[src/rtl/core/yfr_pkg.sv]
package yfr_pkg;

    localparam int PIX_W   = 8;
    localparam int DELTA_W = 10;
    localparam int CHROMA_OFFSET = 128;
    localparam int PIX_MAX = 255;

    // Color matrix coefficients in thousandths
    localparam longint M_V_R = 1140;
    localparam longint M_U_G = 394;
    localparam longint M_V_G = 581;
    localparam longint M_U_B = 2032;
    localparam longint M_R_Y = 299;
    localparam longint M_G_Y = 587;
    localparam longint M_B_Y = 114;
    localparam longint M_R_U = 147;
    localparam longint M_G_U = 289;
    localparam longint M_B_U = 436;
    localparam longint M_R_V = 615;
    localparam longint M_G_V = 515;
    localparam longint M_B_V = 100;

    // Per-channel chroma contribution, shared by all four pixels of a block
    typedef struct packed {
        logic signed [DELTA_W-1:0] r;
        logic signed [DELTA_W-1:0] g;
        logic signed [DELTA_W-1:0] b;
    } yfr_delta_t;

    typedef struct packed {
        logic [PIX_W-1:0] r;
        logic [PIX_W-1:0] g;
        logic [PIX_W-1:0] b;
    } yfr_rgb_t;

endpackage

[src/rtl/core/yfr_in_if.sv]
interface yfr_in_if import yfr_pkg::*; ();
    logic             valid;
    logic             ready;
    logic [PIX_W-1:0] luma_0;
    logic [PIX_W-1:0] luma_1;
    logic [PIX_W-1:0] luma_2;
    logic [PIX_W-1:0] luma_3;
    logic [PIX_W-1:0] chroma_u;
    logic [PIX_W-1:0] chroma_v;

    modport source (
        output valid, luma_0, luma_1, luma_2, luma_3, chroma_u, chroma_v,
        input  ready
    );

    modport sink (
        input  valid, luma_0, luma_1, luma_2, luma_3, chroma_u, chroma_v,
        output ready
    );
endinterface

[src/rtl/core/yfr_out_if.sv]
interface yfr_out_if import yfr_pkg::*; ();
    logic             valid;
    logic             ready;
    logic [PIX_W-1:0] out_luma_0;
    logic [PIX_W-1:0] out_luma_1;
    logic [PIX_W-1:0] out_luma_2;
    logic [PIX_W-1:0] out_luma_3;
    logic [PIX_W-1:0] out_chroma_u;
    logic [PIX_W-1:0] out_chroma_v;

    modport source (
        output valid, out_luma_0, out_luma_1, out_luma_2, out_luma_3,
               out_chroma_u, out_chroma_v,
        input  ready
    );

    modport sink (
        input  valid, out_luma_0, out_luma_1, out_luma_2, out_luma_3,
               out_chroma_u, out_chroma_v,
        output ready
    );
endinterface

[src/rtl/core/yfr_pixel.sv]
module yfr_pixel import yfr_pkg::*; #(
    parameter int COEF_FRAC_BITS = 10
) (
    input  logic             clk,
    input  logic             en,
    input  logic [PIX_W-1:0] alpha,
    input  logic [PIX_W-1:0] luma,
    input  yfr_delta_t       delta,
    output yfr_rgb_t         fade,
    output logic [PIX_W-1:0] luma_out
);

    localparam int CU = COEF_FRAC_BITS + 3;
    localparam int LW = COEF_FRAC_BITS + 11;
    localparam int SW = COEF_FRAC_BITS + 13;
    localparam int YW = SW - COEF_FRAC_BITS;
    localparam int CLW = PIX_W + 3;

    localparam longint Q_R_Y = (M_R_Y * (longint'(1) << COEF_FRAC_BITS) + 500) / 1000;
    localparam longint Q_G_Y = (M_G_Y * (longint'(1) << COEF_FRAC_BITS) + 500) / 1000;
    localparam longint Q_B_Y = (M_B_Y * (longint'(1) << COEF_FRAC_BITS) + 500) / 1000;
    localparam logic [CU-1:0] C_R_Y = CU'(Q_R_Y);
    localparam logic [CU-1:0] C_G_Y = CU'(Q_G_Y);
    localparam logic [CU-1:0] C_B_Y = CU'(Q_B_Y);

    yfr_rgb_t                clip_reg, clip_next;
    yfr_rgb_t                fade_reg, fade_next;
    logic [LW-1:0]           pr_reg, pg_reg, pb_reg;
    logic [LW-1:0]           pr_next, pg_next, pb_next;
    logic [PIX_W-1:0]        luma_reg, luma_next;

    logic signed [CLW-1:0]   sum_r, sum_g, sum_b;
    logic [2*PIX_W-1:0]      fr, fg, fb;
    logic [SW-1:0]           ysum;
    logic [YW-1:0]           yint;

    function automatic logic [PIX_W-1:0] clip8(input logic signed [CLW-1:0] s);
        logic [PIX_W-1:0] res;
        if (s[CLW-1])
            res = '0;
        else if (s > CLW'(PIX_MAX))
            res = PIX_W'(PIX_MAX);
        else
            res = s[PIX_W-1:0];
        return res;
    endfunction

    // Add chroma terms and clip to pixel range
    always_comb
    begin
        sum_r = $signed({3'b000, luma}) + CLW'(delta.r);
        sum_g = $signed({3'b000, luma}) + CLW'(delta.g);
        sum_b = $signed({3'b000, luma}) + CLW'(delta.b);
        clip_next.r = clip8(sum_r);
        clip_next.g = clip8(sum_g);
        clip_next.b = clip8(sum_b);
    end

    // Fade: channel * alpha / 256, truncated
    always_comb
    begin
        fr = clip_reg.r * alpha;
        fg = clip_reg.g * alpha;
        fb = clip_reg.b * alpha;
        fade_next.r = fr[2*PIX_W-1:PIX_W];
        fade_next.g = fg[2*PIX_W-1:PIX_W];
        fade_next.b = fb[2*PIX_W-1:PIX_W];
    end

    always_comb
    begin
        pr_next = LW'(C_R_Y) * LW'(fade_reg.r);
        pg_next = LW'(C_G_Y) * LW'(fade_reg.g);
        pb_next = LW'(C_B_Y) * LW'(fade_reg.b);
    end

    // All terms are non-negative, so truncation is a plain shift
    always_comb
    begin
        ysum = SW'(pr_reg) + SW'(pg_reg) + SW'(pb_reg);
        yint = ysum[SW-1:COEF_FRAC_BITS];
        if (yint > YW'(PIX_MAX))
            luma_next = PIX_W'(PIX_MAX);
        else
            luma_next = yint[PIX_W-1:0];
    end

    always_ff @(posedge clk)
    begin
        if (en)
        begin
            clip_reg <= clip_next;
            fade_reg <= fade_next;
            pr_reg   <= pr_next;
            pg_reg   <= pg_next;
            pb_reg   <= pb_next;
            luma_reg <= luma_next;
        end
    end

    assign fade     = fade_reg;
    assign luma_out = luma_reg;

endmodule

[src/rtl/core/yuv_fade_recode_2x2_core.sv]
// Fades one 2x2 YUV block (four luma samples, one shared U/V pair) through
// RGB by alpha/256 and re-encodes it: new luma for every pixel, new U and V
// from the top-left pixel with the 128 offset restored and clipped to 0..255.
// One block is accepted per clock while the pipeline advances; the five-stage
// multiply/add pipeline halts as a whole while the output request is held.
// Write alpha (reset 255) only while the pipeline is empty.
module yuv_fade_recode_2x2_core import yfr_pkg::*; #(
    parameter int COEF_FRAC_BITS = 10
) (
    input  logic             clk,
    input  logic             rst_n,
    input  logic             cfg_we,
    input  logic [PIX_W-1:0] cfg_wdata,
    yfr_in_if.sink           pix_in,
    yfr_out_if.source        pix_out
);

    localparam int NPIX = 4;
    localparam int NSTG = 5;
    localparam int CW = COEF_FRAC_BITS + 4;
    localparam int CU = COEF_FRAC_BITS + 3;
    localparam int PW = COEF_FRAC_BITS + 13;
    localparam int TW = PW - COEF_FRAC_BITS;
    localparam int LW = COEF_FRAC_BITS + 11;
    localparam int SW = COEF_FRAC_BITS + 13;
    localparam int NW = SW - COEF_FRAC_BITS + 1;

    localparam longint SCL = longint'(1) << COEF_FRAC_BITS;
    localparam longint Q_V_R = (M_V_R * SCL + 500) / 1000;
    localparam longint Q_U_G = (M_U_G * SCL + 500) / 1000;
    localparam longint Q_V_G = (M_V_G * SCL + 500) / 1000;
    localparam longint Q_U_B = (M_U_B * SCL + 500) / 1000;
    localparam longint Q_R_U = (M_R_U * SCL + 500) / 1000;
    localparam longint Q_G_U = (M_G_U * SCL + 500) / 1000;
    localparam longint Q_B_U = (M_B_U * SCL + 500) / 1000;
    localparam longint Q_R_V = (M_R_V * SCL + 500) / 1000;
    localparam longint Q_G_V = (M_G_V * SCL + 500) / 1000;
    localparam longint Q_B_V = (M_B_V * SCL + 500) / 1000;

    localparam logic signed [CW-1:0] C_V_R = CW'(Q_V_R);
    localparam logic signed [CW-1:0] C_U_G = CW'(Q_U_G);
    localparam logic signed [CW-1:0] C_V_G = CW'(Q_V_G);
    localparam logic signed [CW-1:0] C_U_B = CW'(Q_U_B);
    localparam logic [CU-1:0] C_R_U = CU'(Q_R_U);
    localparam logic [CU-1:0] C_G_U = CU'(Q_G_U);
    localparam logic [CU-1:0] C_B_U = CU'(Q_B_U);
    localparam logic [CU-1:0] C_R_V = CU'(Q_R_V);
    localparam logic [CU-1:0] C_G_V = CU'(Q_G_V);
    localparam logic [CU-1:0] C_B_V = CU'(Q_B_V);

    logic [PIX_W-1:0]        alpha_reg;
    logic [NSTG-1:0]         vld_reg;
    logic                    adv;

    logic signed [PIX_W-1:0] u_s, v_s;
    logic signed [PW-1:0]    pr_reg, pg_reg, pb_reg;
    logic signed [PW-1:0]    pr_next, pg_next, pb_next;
    logic [PIX_W-1:0]        luma_s1_reg [NPIX];
    logic [PIX_W-1:0]        luma_s1_next [NPIX];
    logic signed [TW-1:0]    tr, tg, tb;
    yfr_delta_t              delta;

    yfr_rgb_t                fade [NPIX];
    logic [PIX_W-1:0]        luma_out [NPIX];

    logic [LW-1:0]           ur_reg, ug_reg, ub_reg, vr_reg, vg_reg, vb_reg;
    logic [LW-1:0]           ur_next, ug_next, ub_next, vr_next, vg_next, vb_next;
    logic signed [SW-1:0]    nu_sum, nv_sum;
    logic signed [NW-1:0]    nu_off, nv_off;
    logic [PIX_W-1:0]        cu_reg, cv_reg, cu_next, cv_next;

    function automatic logic signed [TW-1:0] trunc_p(input logic signed [PW-1:0] x);
        logic fix;
        fix = x[PW-1] && (x[COEF_FRAC_BITS-1:0] != '0);
        return $signed(x[PW-1:COEF_FRAC_BITS]) + $signed({{(TW-1){1'b0}}, fix});
    endfunction

    // Truncate toward zero, then restore the chroma offset
    function automatic logic signed [NW-1:0] chroma_off(input logic signed [SW-1:0] x);
        logic                   fix;
        logic signed [NW-2:0]   t;
        fix = x[SW-1] && (x[COEF_FRAC_BITS-1:0] != '0);
        t   = $signed(x[SW-1:COEF_FRAC_BITS]) + $signed({{(NW-2){1'b0}}, fix});
        return NW'(t) + NW'(CHROMA_OFFSET);
    endfunction

    function automatic logic [PIX_W-1:0] clip_c(input logic signed [NW-1:0] s);
        logic [PIX_W-1:0] res;
        if (s[NW-1])
            res = '0;
        else if (s > NW'(PIX_MAX))
            res = PIX_W'(PIX_MAX);
        else
            res = s[PIX_W-1:0];
        return res;
    endfunction

    // Whole pipeline moves unless the output holds an untaken result
    assign adv          = !vld_reg[NSTG-1] || pix_out.ready;
    assign pix_in.ready = adv;

    always_ff @(posedge clk or negedge rst_n)
    begin
        if (!rst_n)
        begin
            alpha_reg <= PIX_W'(PIX_MAX);
            vld_reg   <= '0;
        end
        else
        begin
            if (cfg_we)
                alpha_reg <= cfg_wdata;
            if (adv)
                vld_reg <= {vld_reg[NSTG-2:0], pix_in.valid};
        end
    end

    // Stage 1: shared chroma products; offset binary to signed by MSB flip
    always_comb
    begin
        u_s = $signed({~pix_in.chroma_u[PIX_W-1], pix_in.chroma_u[PIX_W-2:0]});
        v_s = $signed({~pix_in.chroma_v[PIX_W-1], pix_in.chroma_v[PIX_W-2:0]});
        pr_next = PW'(C_V_R) * PW'(v_s);
        pg_next = PW'(C_U_G) * PW'(u_s) + PW'(C_V_G) * PW'(v_s);
        pb_next = PW'(C_U_B) * PW'(u_s);
        luma_s1_next[0] = pix_in.luma_0;
        luma_s1_next[1] = pix_in.luma_1;
        luma_s1_next[2] = pix_in.luma_2;
        luma_s1_next[3] = pix_in.luma_3;
    end

    always_ff @(posedge clk)
    begin
        if (adv)
        begin
            pr_reg      <= pr_next;
            pg_reg      <= pg_next;
            pb_reg      <= pb_next;
            luma_s1_reg <= luma_s1_next;
        end
    end

    always_comb
    begin
        tr = trunc_p(pr_reg);
        tg = trunc_p(pg_reg);
        tb = trunc_p(pb_reg);
        delta.r = DELTA_W'(tr);
        delta.g = DELTA_W'(-tg);
        delta.b = DELTA_W'(tb);
    end

    // Stages 2 to 5 per pixel
    for (genvar k = 0; k < NPIX; k++)
    begin : g_pix
        yfr_pixel #(
            .COEF_FRAC_BITS (COEF_FRAC_BITS)
        ) u_pix (
            .clk      (clk),
            .en       (adv),
            .alpha    (alpha_reg),
            .luma     (luma_s1_reg[k]),
            .delta    (delta),
            .fade     (fade[k]),
            .luma_out (luma_out[k])
        );
    end

    // Stage 4: chroma products from the faded top-left pixel
    always_comb
    begin
        ur_next = LW'(C_R_U) * LW'(fade[0].r);
        ug_next = LW'(C_G_U) * LW'(fade[0].g);
        ub_next = LW'(C_B_U) * LW'(fade[0].b);
        vr_next = LW'(C_R_V) * LW'(fade[0].r);
        vg_next = LW'(C_G_V) * LW'(fade[0].g);
        vb_next = LW'(C_B_V) * LW'(fade[0].b);
    end

    // Stage 5: signed sum, truncate, offset and clip
    always_comb
    begin
        nu_sum  = $signed(SW'(ub_reg) - SW'(ur_reg) - SW'(ug_reg));
        nv_sum  = $signed(SW'(vr_reg) - SW'(vg_reg) - SW'(vb_reg));
        nu_off  = chroma_off(nu_sum);
        nv_off  = chroma_off(nv_sum);
        cu_next = clip_c(nu_off);
        cv_next = clip_c(nv_off);
    end

    always_ff @(posedge clk)
    begin
        if (adv)
        begin
            ur_reg <= ur_next;
            ug_reg <= ug_next;
            ub_reg <= ub_next;
            vr_reg <= vr_next;
            vg_reg <= vg_next;
            vb_reg <= vb_next;
            cu_reg <= cu_next;
            cv_reg <= cv_next;
        end
    end

    assign pix_out.valid        = vld_reg[NSTG-1];
    assign pix_out.out_luma_0   = luma_out[0];
    assign pix_out.out_luma_1   = luma_out[1];
    assign pix_out.out_luma_2   = luma_out[2];
    assign pix_out.out_luma_3   = luma_out[3];
    assign pix_out.out_chroma_u = cu_reg;
    assign pix_out.out_chroma_v = cv_reg;

    // An accepted request reaches the output once the pipeline advances through every later stage
    a_latency: assert property (@(posedge clk) disable iff (!rst_n)
        (pix_in.valid && pix_in.ready) ##1 adv ##1 adv ##1 adv ##1 adv
        |=> pix_out.valid)
        else $error("accepted block did not reach the output");

    // Hold all stage valid bits while the pipeline is halted
    a_hold: assert property (@(posedge clk) disable iff (!rst_n)
        !adv |=> $stable(vld_reg))
        else $error("stage valid bits moved during a halt");

    // A new result only arrives from a filled fourth stage
    a_src: assert property (@(posedge clk) disable iff (!rst_n)
        pix_out.valid && !$past(pix_out.valid) |-> $past(vld_reg[NSTG-2]))
        else $error("result appeared without a preceding stage");

endmodule
[src/flat_wrapper.sv]
// flat-port wrapper written by rule: the top's interface ports become plain ports
module yuv_fade_recode_2x2_core_flat import yfr_pkg::*;
#(
    parameter int COEF_FRAC_BITS = 10
)
  (clk, rst_n, cfg_we, cfg_wdata, pix_in_valid, pix_in_luma_0, pix_in_luma_1, pix_in_luma_2, pix_in_luma_3, pix_in_chroma_u, pix_in_chroma_v, pix_in_ready, pix_out_valid, pix_out_out_luma_0, pix_out_out_luma_1, pix_out_out_luma_2, pix_out_out_luma_3, pix_out_out_chroma_u, pix_out_out_chroma_v, pix_out_ready);
  yfr_in_if pix_in_i ();
  yfr_out_if pix_out_i ();
  input  logic clk;
  input  logic rst_n;
  input  logic cfg_we;
  input  logic [PIX_W-1:0] cfg_wdata;
  input wire logic [$bits(pix_in_i.valid)-1:0] pix_in_valid;
  input wire logic [$bits(pix_in_i.luma_0)-1:0] pix_in_luma_0;
  input wire logic [$bits(pix_in_i.luma_1)-1:0] pix_in_luma_1;
  input wire logic [$bits(pix_in_i.luma_2)-1:0] pix_in_luma_2;
  input wire logic [$bits(pix_in_i.luma_3)-1:0] pix_in_luma_3;
  input wire logic [$bits(pix_in_i.chroma_u)-1:0] pix_in_chroma_u;
  input wire logic [$bits(pix_in_i.chroma_v)-1:0] pix_in_chroma_v;
  output wire logic [$bits(pix_in_i.ready)-1:0] pix_in_ready;
  output wire logic [$bits(pix_out_i.valid)-1:0] pix_out_valid;
  output wire logic [$bits(pix_out_i.out_luma_0)-1:0] pix_out_out_luma_0;
  output wire logic [$bits(pix_out_i.out_luma_1)-1:0] pix_out_out_luma_1;
  output wire logic [$bits(pix_out_i.out_luma_2)-1:0] pix_out_out_luma_2;
  output wire logic [$bits(pix_out_i.out_luma_3)-1:0] pix_out_out_luma_3;
  output wire logic [$bits(pix_out_i.out_chroma_u)-1:0] pix_out_out_chroma_u;
  output wire logic [$bits(pix_out_i.out_chroma_v)-1:0] pix_out_out_chroma_v;
  input wire logic [$bits(pix_out_i.ready)-1:0] pix_out_ready;
  assign pix_in_i.valid = pix_in_valid;
  assign pix_in_i.luma_0 = pix_in_luma_0;
  assign pix_in_i.luma_1 = pix_in_luma_1;
  assign pix_in_i.luma_2 = pix_in_luma_2;
  assign pix_in_i.luma_3 = pix_in_luma_3;
  assign pix_in_i.chroma_u = pix_in_chroma_u;
  assign pix_in_i.chroma_v = pix_in_chroma_v;
  assign pix_in_ready = pix_in_i.ready;
  assign pix_out_valid = pix_out_i.valid;
  assign pix_out_out_luma_0 = pix_out_i.out_luma_0;
  assign pix_out_out_luma_1 = pix_out_i.out_luma_1;
  assign pix_out_out_luma_2 = pix_out_i.out_luma_2;
  assign pix_out_out_luma_3 = pix_out_i.out_luma_3;
  assign pix_out_out_chroma_u = pix_out_i.out_chroma_u;
  assign pix_out_out_chroma_v = pix_out_i.out_chroma_v;
  assign pix_out_i.ready = pix_out_ready;
  yuv_fade_recode_2x2_core #(.COEF_FRAC_BITS(COEF_FRAC_BITS)) u_core (.clk(clk), .rst_n(rst_n), .cfg_we(cfg_we), .cfg_wdata(cfg_wdata), .pix_in(pix_in_i), .pix_out(pix_out_i));
endmodule
[config.mk]
export PLATFORM = sky130hd
export DESIGN_NAME = yuv_fade_recode_2x2_core_flat
export DESIGN_NICKNAME = d
export VERILOG_FILES = /design/src/rtl/core/yfr_pkg.sv /design/src/rtl/core/yfr_in_if.sv /design/src/rtl/core/yfr_out_if.sv /design/src/rtl/core/yfr_pixel.sv /design/src/rtl/core/yuv_fade_recode_2x2_core.sv /design/src/flat_wrapper.sv
export SDC_FILE = /design/constraint.sdc
export NUM_CORES = 2
export LEC_CHECK = 0
export BUFFER_PORTS_ARGS = -buffer_cell sky130_fd_sc_hd__buf_2
export CELL_PAD_IN_SITES_DETAIL_PLACEMENT = 1
export CELL_PAD_IN_SITES_GLOBAL_PLACEMENT = 1
export CORE_MARGIN = 3
export CORE_UTILIZATION = 48
export DETAILED_ROUTE_END_ITERATION = 12
export PLACE_DENSITY = 0.83
export SETUP_SLACK_MARGIN = 0.1
export SLEW_MARGIN = 10
export SYNTH_ARGS = -nofsm -noshare
export SYNTH_HDL_FRONTEND = slang
export SYNTH_SLANG_ARGS = --single-unit
[constraint.sdc]
create_clock -name clk -period 27.4 [get_ports clk]
set_input_delay 5.48 -clock clk [delete_from_list [all_inputs] [get_ports clk]]
set_output_delay 5.48 -clock clk [all_outputs]
set_load 0.02 [all_outputs]
==> impl_metrics.yaml <==
cts:
  cts_tree: "yes"
  post_cts_buffers: 0
  cts_resized: 0
  cts.sinks: 629
  path_clk_slew_ns: 0.05
  cts_buffers: 84
  clockBufferDepth: 3
  clockRootBuffer: "clkbuf_16"
  clk_latency_ns: 0.72
  cts_max_level: 3
  cts_hold_buf: 0
grt:
  grt_pass1_wl_um: 322000
  grt_max_degree: 123
  antenna_found_initial: 5
  overflow: 0
  grtUsageTotal_pct: 24.6
  grt_pass1_vias: 61200
timing:
  slew_headroom_pct: 24.6
  min_period_over_period_pct: 42.4
  tns_ns: 0
  period_needed_ns: 11.61
  drv_slew: 0
  fin_ws_ns: 15.79
  skew_ns: 0.0428
  worst_pin_slew_ns: 1.13
  fmax_ghz: 0.0861
  finalHoldViolCount: 0
  rsz0062_at_grt: "false"
  setup_violations: 0
  fin_hold_ws_ns: 0.522
setup_path:
  path_max_fanout: 4
  worst_path_largest_cell_delay_ns: 0.28
  cpLargestDelayFamily: "buffers and inverters"
  cp.required_ns: 21.92
  cp_data_arrival_time_ns: 6.13
  worstPathCellList: "buf_2, nand2b_4, buf_2"
  worstSetupPathType: "input pin to output pin"
  slowest_stage: "buf_2"
  worstPathBufferInverterCount: 2
  cpMostUsedCell: "buf_2"
  crit_path_end_kind: "output pin"
  start_kind: "input pin"
final_layout:
  syn2layout_area_growth_pct: 7.69
  nNetsFinal: 9793
  fin_area_sq_mm: 0.0825
  drive_gt1_share_pct: 4.58
  fillers: 17400
  multiInputGateArea_sq_mm: 0.0523
  seqCellArea_sq_mm: 0.0188
logic_synthesis:
  postSynth.asyncResetShare_pct: 2.07
  ys.flop_type: "edfxtp_1"
  synth_top_area_share_pct: 24.2
  yosysTopAreaCell: "ha_1"
  yosysSeqAreaShare_pct: 24.6
  syn-cell-area_sq_mm: 0.0766
  syn_nets: 9676
  synth_warnings: 0
  avgSynthCellArea_sq_um: 10.4
  synth.most_common_cell: "ha_1"
  synth_area_leaders: "ha_1 24%, edfxtp_1 24%, fa_1 19%"
  netlist_instances: 7392
  synth_edf_count: 616
  ys_ff_latch: 629
  synth_cell_types: 88
  synthTopCellsByCount: "1485 x ha_1, 1361 x inv_1, 738 x fa_1, 616 x edfxtp_1, 479 x nand2_1"
detailed_routing:
  ant_nets: 0
  drc: 0
  dr.first_iter.drc_count: 2510
  avgRoutedWirePerCell_um: 20.6
  routed_wl_um: 198000
  drt_pass1_iterations: 5
  viasPerCell: 5.54
  num_vias: 53400
hold_path:
  hold_class: "flop to flop"
status:
  status: "finished, final reports clean"
floorplan:
  die_w_um: 406
  core_sq_mm: 0.159
  fp.dieH_um: 406
  io_pins: 111
  die-area_sq_mm: 0.164
  initial_core_util_pct: 48.3
  rows: 146
placement:
  io_buffers: 110
  dp_hpwl_um: 156000
  placed_cell_area_sq_mm: 0.0796
  place.gp.congestion: 0.871
  pre_cts_ws_ns: 15.76
run:
  maxCapViolCount: 0
==> through the flow <==
stage | utilization [%] | instances
after global routing | 52.0 | 9647
final | 52.1 | 9648
after CTS | 52.0 | 9647
after global placement | 50.2 | 9495
after floorplan | - | 7392
after detailed placement | 50.2 | 9495
==> metal layers <==
metal	vias to the layer above	track usage [%]	part of all wire (%)
met1	27200	29.3	41
met2	874	45.2	52
met3	429	2.46	3.1
met4	2	10.0	4.2
met5	-	0	0.0055
li1	24900	-	-
==> path summary, 6_finish.rpt <==
path / start / endpoint / slack (ns) / cells past startpoint
worst min-delay path: u_core.vld_reg[3] / u_core.vld_reg[4] / 0.52 / 1
worst min register to register: u_core.vld_reg[3] / u_core.vld_reg[4] / 0.52 / 1
worst max register to register: u_core.ur_reg[1] / u_core.pix_out.out_chroma_v[6] / 20.04 / 30
min in group asynchronous: rst_n / u_core.vld_reg[0] / 4.65 / 1
worst max-delay path: pix_out_ready / pix_in_ready / 15.79 / 3
max in group asynchronous: rst_n / u_core.alpha_reg[3] / 22.48 / 1
==> kinds of logic (layout without fill, tap and decap cells) <==
| group | Yosys count | count (layout) | synth area share [%] |
|---|---|---|---|
| fa+ha+maj | 2223 | 2223 | 43.5 |
| xor+xnor | 452 | 452 | 5.19 |
| simple gates | 1532 | 1532 | 10.1 |
| mux | 15 | 15 | 0.217 |
| other cells | 0 | 1 | 0 |
| flops | 629 | 629 | 24.6 |
| buf+inv | 1465 | 1648 | 7.20 |
| compound gates | 1076 | 1076 | 9.18 |
==> layout by cell type, fill, tap and decap left out, drive strengths merged, types with 9 or more instances in the layout <==
| cell | netlist | routed |
|---|---|---|
| nor2b | 81 | 81 |
| a31o | 14 | 14 |
| inv | 1362 | 1368 |
| nor4 | 23 | 23 |
| bufinv | 0 | 12 |
| nand2b | 67 | 67 |
| clkbuf | 93 | 96 |
| and3 | 33 | 33 |
| xor2 | 134 | 134 |
| o41ai | 12 | 12 |
| or3 | 24 | 24 |
| o21bai | 62 | 62 |
| fa | 738 | 738 |
| a21boi | 48 | 48 |
| o21a | 157 | 157 |
| nor3 | 57 | 57 |
| o21ai | 208 | 208 |
| ha | 1485 | 1485 |
| a21oi | 301 | 301 |
| xnor2 | 318 | 318 |
| a311oi | 9 | 9 |
| and4b | 9 | 9 |
| or2 | 18 | 18 |
| edfxtp | 616 | 616 |
| clkinv | 0 | 27 |
| o211ai | 13 | 13 |
| mux2 | 13 | 13 |
| a21o | 125 | 125 |
| a211oi | 13 | 13 |
| nand3 | 51 | 51 |
| and2 | 415 | 415 |
| nand2 | 479 | 479 |
| o32ai | 9 | 9 |
| a31oi | 9 | 9 |
| clkinvlp | 0 | 11 |
| o31ai | 14 | 14 |
| nor2 | 245 | 245 |
| buf | 10 | 134 |
==> cell type report <==
| class | count | area share, % |
|---|---|---|
| Inverter | 1362 | 6.19 |
| Sequential cell | 629 | 22.8 |
| Multi-Input combinational cell | 5298 | 63.4 |
| Clock inverter | 56 | 0.857 |
| Antenna cell | 1 | 0.00303 |
| Timing Repair Buffer | 134 | 0.901 |
| Clock buffer | 96 | 2.71 |
| Tap cell | 2072 | 3.14 |
Power is not shown: default switching activity piles up to over one toggle a cycle in this logic, so the estimate is an artifact.
